==> src/hw/rtl/hill_pkg.sv <==
// Package for the 2x2 mod-26 Hill cipher: types and constants shared by
// front, queue and back, and the small mod-26 helpers used by front and back.
// No dependencies.
`default_nettype none

package hill_pkg;

	localparam int Modulus      = 26;
	// floor(x * Recip26 / 2^Recip26Shift) equals floor(x / 26) for x below 2^11
	localparam int Recip26      = 2521;
	localparam int Recip26Shift = 16;
	localparam int ModSq        = Modulus * Modulus;

	localparam int QueueDepth   = 2;   // power of two: pointers wrap naturally
	localparam int QueuePtrW    = $clog2(QueueDepth);
	localparam int QueueCntW    = QueuePtrW + 1;

	typedef logic [4:0]  letter_t;
	typedef logic [1:0]  reg_idx_t;
	typedef logic [10:0] wide_t;

	typedef enum logic {
		OP_ENCRYPT = 1'b0,
		OP_DECRYPT = 1'b1
	} opcode_t;

	typedef enum logic [1:0] {
		REG_KEY_A = 2'd0,
		REG_KEY_B = 2'd1,
		REG_KEY_C = 2'd2,
		REG_KEY_D = 2'd3
	} reg_code_t;

	typedef struct packed {
		logic     we;
		reg_idx_t index;
		letter_t  data;
	} cfg_wr_t;

	// one classified item: coefficient matrix, scale factor, ok flag and letters
	typedef struct packed {
		letter_t m00;
		letter_t m01;
		letter_t m10;
		letter_t m11;
		letter_t scale;
		logic    ok;
		letter_t p0;
		letter_t p1;
	} cmd_t;

	typedef struct packed {
		logic full;
		logic nonempty;
	} q_status_t;

	// 5-bit value reduced into 0..25
	function automatic letter_t red26(input letter_t v);
		letter_t r;
		r = (v >= letter_t'(Modulus)) ? v - letter_t'(Modulus) : v;
		return r;
	endfunction

	// 11-bit value mod 26 by reciprocal multiply and one correction
	function automatic letter_t mod26(input wide_t x);
		logic [22:0] prod;
		wide_t       quo;
		wide_t       rem;
		prod = 23'(x) * 23'(Recip26);
		quo  = wide_t'(prod >> Recip26Shift);
		rem  = x - wide_t'(quo * wide_t'(Modulus));
		if (rem >= wide_t'(Modulus)) begin
			rem = rem - wide_t'(Modulus);
		end
		return letter_t'(rem);
	endfunction

	// multiplicative inverse mod 26; 0 where none exists
	function automatic letter_t inv26(input letter_t v);
		letter_t r;
		case (v)
			5'd1:    r = 5'd1;
			5'd3:    r = 5'd9;
			5'd5:    r = 5'd21;
			5'd7:    r = 5'd15;
			5'd9:    r = 5'd3;
			5'd11:   r = 5'd19;
			5'd15:   r = 5'd7;
			5'd17:   r = 5'd23;
			5'd19:   r = 5'd11;
			5'd21:   r = 5'd5;
			5'd23:   r = 5'd17;
			5'd25:   r = 5'd25;
			default: r = 5'd0;
		endcase
		return r;
	endfunction

endpackage

`default_nettype wire

==> src/hw/rtl/hill_queue.sv <==
// Short command queue between front and back of the Hill cipher.
// Depends on hill_pkg.
`default_nettype none

module hill_queue
	import hill_pkg::*;
(
	input  wire logic  clk,
	input  wire logic  arst_n,
	input  wire logic  push,
	input  wire cmd_t  push_data,
	input  wire logic  pop,
	output cmd_t       pop_data,
	output q_status_t  stat
);

	cmd_t                 mem_q [QueueDepth];
	logic [QueuePtrW-1:0] wr_ptr_q, rd_ptr_q;
	logic [QueueCntW-1:0] count_q;

	always_ff @(posedge clk or negedge arst_n) begin
		if (!arst_n) begin
			wr_ptr_q <= '0;
			rd_ptr_q <= '0;
			count_q  <= '0;
		end else begin
			if (push) begin
				wr_ptr_q <= wr_ptr_q + 1'b1;
			end
			if (pop) begin
				rd_ptr_q <= rd_ptr_q + 1'b1;
			end
			case ({push, pop})
				2'b10:   count_q <= count_q + 1'b1;
				2'b01:   count_q <= count_q - 1'b1;
				default: count_q <= count_q;
			endcase
		end
	end

	always_ff @(posedge clk) begin
		if (push) begin
			mem_q[wr_ptr_q] <= push_data;
		end
	end

	assign pop_data      = mem_q[rd_ptr_q];
	assign stat.full     = (count_q == QueueCntW'(QueueDepth));
	assign stat.nonempty = (count_q != '0);

	a_no_overflow: assert property (@(posedge clk) disable iff (!arst_n)
		push |-> (!stat.full || pop) && (count_q <= QueueCntW'(QueueDepth)))
		else $error("command queue overflow");

	a_no_underflow: assert property (@(posedge clk) disable iff (!arst_n)
		pop |-> stat.nonempty)
		else $error("command queue underflow");

endmodule

`default_nettype wire

==> config.mk <==
export PLATFORM = sky130hd
export DESIGN_NAME = hill_queue
export DESIGN_NICKNAME = d
export VERILOG_FILES = /design/src/hw/rtl/hill_pkg.sv /design/src/hw/rtl/hill_queue.sv
export SDC_FILE = /design/constraint.sdc
export NUM_CORES = 1
export LEC_CHECK = 0
export ABC_AREA = 1
export BUFFER_PORTS_ARGS = -buffer_cell sky130_fd_sc_hd__buf_2
export CAP_MARGIN = 40
export CORE_MARGIN = 3
export CORE_UTILIZATION = 47
export DETAILED_ROUTE_END_ITERATION = 12
export GPL_ROUTABILITY_DRIVEN = 1
export PLACE_DENSITY = 0.68
export SYNTH_ARGS = -nofsm -noshare
export SYNTH_HDL_FRONTEND = slang
export SYNTH_SLANG_ARGS = --single-unit
==> constraint.sdc <==
create_clock -name clk -period 3.02 [get_ports clk]
set_clock_uncertainty 0.2 [all_clocks]
set_input_delay 0.151 -clock clk [delete_from_list [all_inputs] [get_ports clk]]
set_output_delay 0.151 -clock clk [all_outputs]
set_load 0.01 [all_outputs]
==> flow_metrics.tcl <==
set metrics [dict create \
    grt_use_total 0.151 \
    switching_share 0.340 \
    die_w_um 86.1 \
    synthFlopType "edfxtp_1" \
    routed_wl_mm 5.18 \
    grt_antenna_before_repair 0 \
    power_frac_seq 0.513 \
    core_area_sq_um 6060 \
    h-tree-depth 3 \
    ys_ff_latch 76 \
    utilization 0.658 \
    cp_num_buf_inv 1 \
    synth_compound_area_frac 0.0970 \
    synth-simple-area-share 0.0585 \
    syn_area_per_cell_sq_um 14.2 \
    stdcell_area_sq_um 3990 \
    ir_drop_v 0.000510 \
    cp.required_ps 2670 \
    nFillCells 478 \
    rsz0062_at_grt "no" \
    hpwlAfterDp_mm 3.24 \
    final_cells 413 \
    grt_overflow 0 \
    die-area_sq_um 7420 \
    synth_top_area_share 0.716 \
    area_growth_pct 32.1 \
    wl_per_cell_um 12.5 \
    diodes 0 \
    max_freq_mhz 460 \
    drive_gt1_frac 0.367 \
    synth_area_leaders "edfxtp_1, o21ai_2, inv_1, nand2_1, dfrtp_1" \
    yosysTopAreaCell "edfxtp_1" \
    io_pins 78 \
    port_buffers 77 \
    worst_slew_pin_slew_ps 898 \
    post_cts_buffers 0 \
    clockBufferDepth 2 \
    gp_congestion 0.696 \
    synth_edf_count 72 \
    drv_cap 0 \
    drt_iter0_drc 103 \
    p_leak_nw 1.72 \
    remaining_drc_errors 0 \
    reg2reg_slack_ps 1120 \
    p_comb_frac 0.301 \
    worstSetupPathType "reg -> out" \
    fin_crit_sh 0.719 \
    cpPeakStageDelay_ps 990 \
    totalNegativeSetupSlack_ps 0 \
    endpoint_kind "output port" \
    place_inst 359 \
    synth_top_family_by_area "compound AO/OA/AOI/OAI gates" \
    path_clk_slew_ps 60 \
    synthDistinctLibCells 14 \
    period_minus_slack_ps 2170 \
    synth_fa_ha_area_frac 0.00415 \
    cts_root_buf "clkbuf_8" \
    ys_seq_area_frac 0.750 \
    crit_chain "o21ai_0, buf_2" \
    cts.sinks 76 \
    synth_area_sq_um 3020 \
    grt_pass1_vias 1853 \
    synth_fp_nets 253 \
    die_h_um 86.1 \
    relSlewSlack 0.401 \
    clkPwrFrac 0.187 \
    initial_utilization 0.498 \
    synthArstFlopShare 0.0526 \
    grt_pass1_wl_mm 8.34 \
    grt_max_degree 74 \
    reg2reg_depth 3 \
    cp_max_fo 73 \
    finalHoldViolations 0 \
    num_rows 28 \
    worstHoldPathCells 2 \
    synthMuxAreaShare 0 \
    synth_common_cells "edfxtp_1, inv_1, nand2_1" \
    syn-instance-count 212 \
    crit_arrival_ps 1820 \
    avgViaCountPerCell 4.53 \
    synth_xor_xnor_area_share 0.00871 \
    power_density_nw_per_um2 801 \
    dpl_cell_area_sq_um 3440 \
    hold_ws_ps 292 \
    crit_slowest_cell "dfrtp_4" \
    ys_warn_count 0 \
    cts_inserted_buffers 9 \
    cp.depth 2 \
    fin_nets 376 \
    dr.pass1.iters 4 \
    intPower_mw 2.11 \
    synth.most_common_cell "edfxtp_1" \
    path_delay_family "flip-flops" \
    tritoncts "done" \
    finalSetupViolations 0 \
    status "finished, final reports clean" \
    vias 1871 \
    clock_latency_ps 320 \
    slew_violations 0 \
    crit_path_start_kind "flop" \
    ant_nets 0 \
    p_switching_mw 1.09 \
    hold_path.class "reg -> reg" \
]
[worst reg2reg max path, cell delays in order, from the launching register on]
cell and delay, ps:
dfrtp_1 440, nand2_1 90, clkinv_1 500, buf_4 430
[cells in the final DEF (no fill, tap or decap)]
master / n
nand2_1: 42
buf_4: 3
clkinv_2: 3
clkbuf_1: 1
dlygate4sd3_1: 40
o21ai_2: 30
o21ai_0: 2
xnor2_1: 1
nor2_1: 1
inv_1: 41
dfrtp_4: 1
xor2_1: 2
nand4_1: 1
ha_1: 1
clkinv_1: 2
nor2_4: 1
o21ai_1: 4
buf_2: 77
edfxtp_1: 72
nand3_1: 1
clkbuf_8: 9
dfrtp_1: 3
[sequential cells by signal, indices dropped and copies added (netlist names)]
name and flops:
wr_ptr_q 1, count_q 2, rd_ptr_q 1, mem_q 72
[worst paths after layout]
kind	start	end
worst min-delay path	count_q[1]	count_q[1]
worst max register to register	wr_ptr_q	mem_q[1][5]
worst max-delay path	rd_ptr_q	pop_data[21]
worst min register to register	count_q[1]	count_q[1]
min in group asynchronous	arst_n	rd_ptr_q
max in group asynchronous	arst_n	rd_ptr_q
[per-stage QoR]
step	power, mW	setup WS, ps
3_5_place_dp	2.59	1080
3_3_place_gp	2.57	1130
6_report	3.20	848
2_1_floorplan	2.29	460
4_1_cts	3.23	796
5_1_grt	3.41	690
[timing repair]
| item | in CTS | in global routing |
|---|---|---|
| resized for setup | 0 | 0 |
| hold endpoints to repair | 79 | 0 |
| hold buffers | 40 | 0 |
[power by group through the flow]
stage	sequential, mW	clock (mW)	combinational, mW
after floorplan	1.48	0	0.817
after global placement	1.65	0	0.919
after detailed placement	1.66	0	0.930
after CTS	1.64	0.617	0.973
after global routing	1.67	0.663	1.07
final	1.64	0.596	0.962
[area by class of cell]
| type | count | area, sq um | area share |
|---|---|---|---|
| clock inverter | 4 | 18.8 | 0.00471 |
| inverter | 42 | 158 | 0.0395 |
| clock buffer | 10 | 128 | 0.0320 |
| sequential | 76 | 2270 | 0.568 |
| tap | 75 | 93.8 | 0.0235 |
| multi-input combinational | 86 | 515 | 0.129 |
| timing repair buffer | 120 | 808 | 0.203 |
[routing by layer]
metal  global-route usage  up-vias  wire (um)
met1                0.178      837       2230
li1                     -      959          -
met4               0.0950        0        171
met2                0.245       57       2500
met3               0.0423       18        281
met5                    0        -          0
[kinds of logic after synthesis]
group / after synthesis
adder cells (fa/ha/maj): 1
AND/OR/NAND/NOR: 46
XOR/XNOR: 3
AO/OA/AOI/OAI: 36
flip-flops: 76
buffers and inverters: 50
Note: power is estimated with default switching activity, not from simulation.
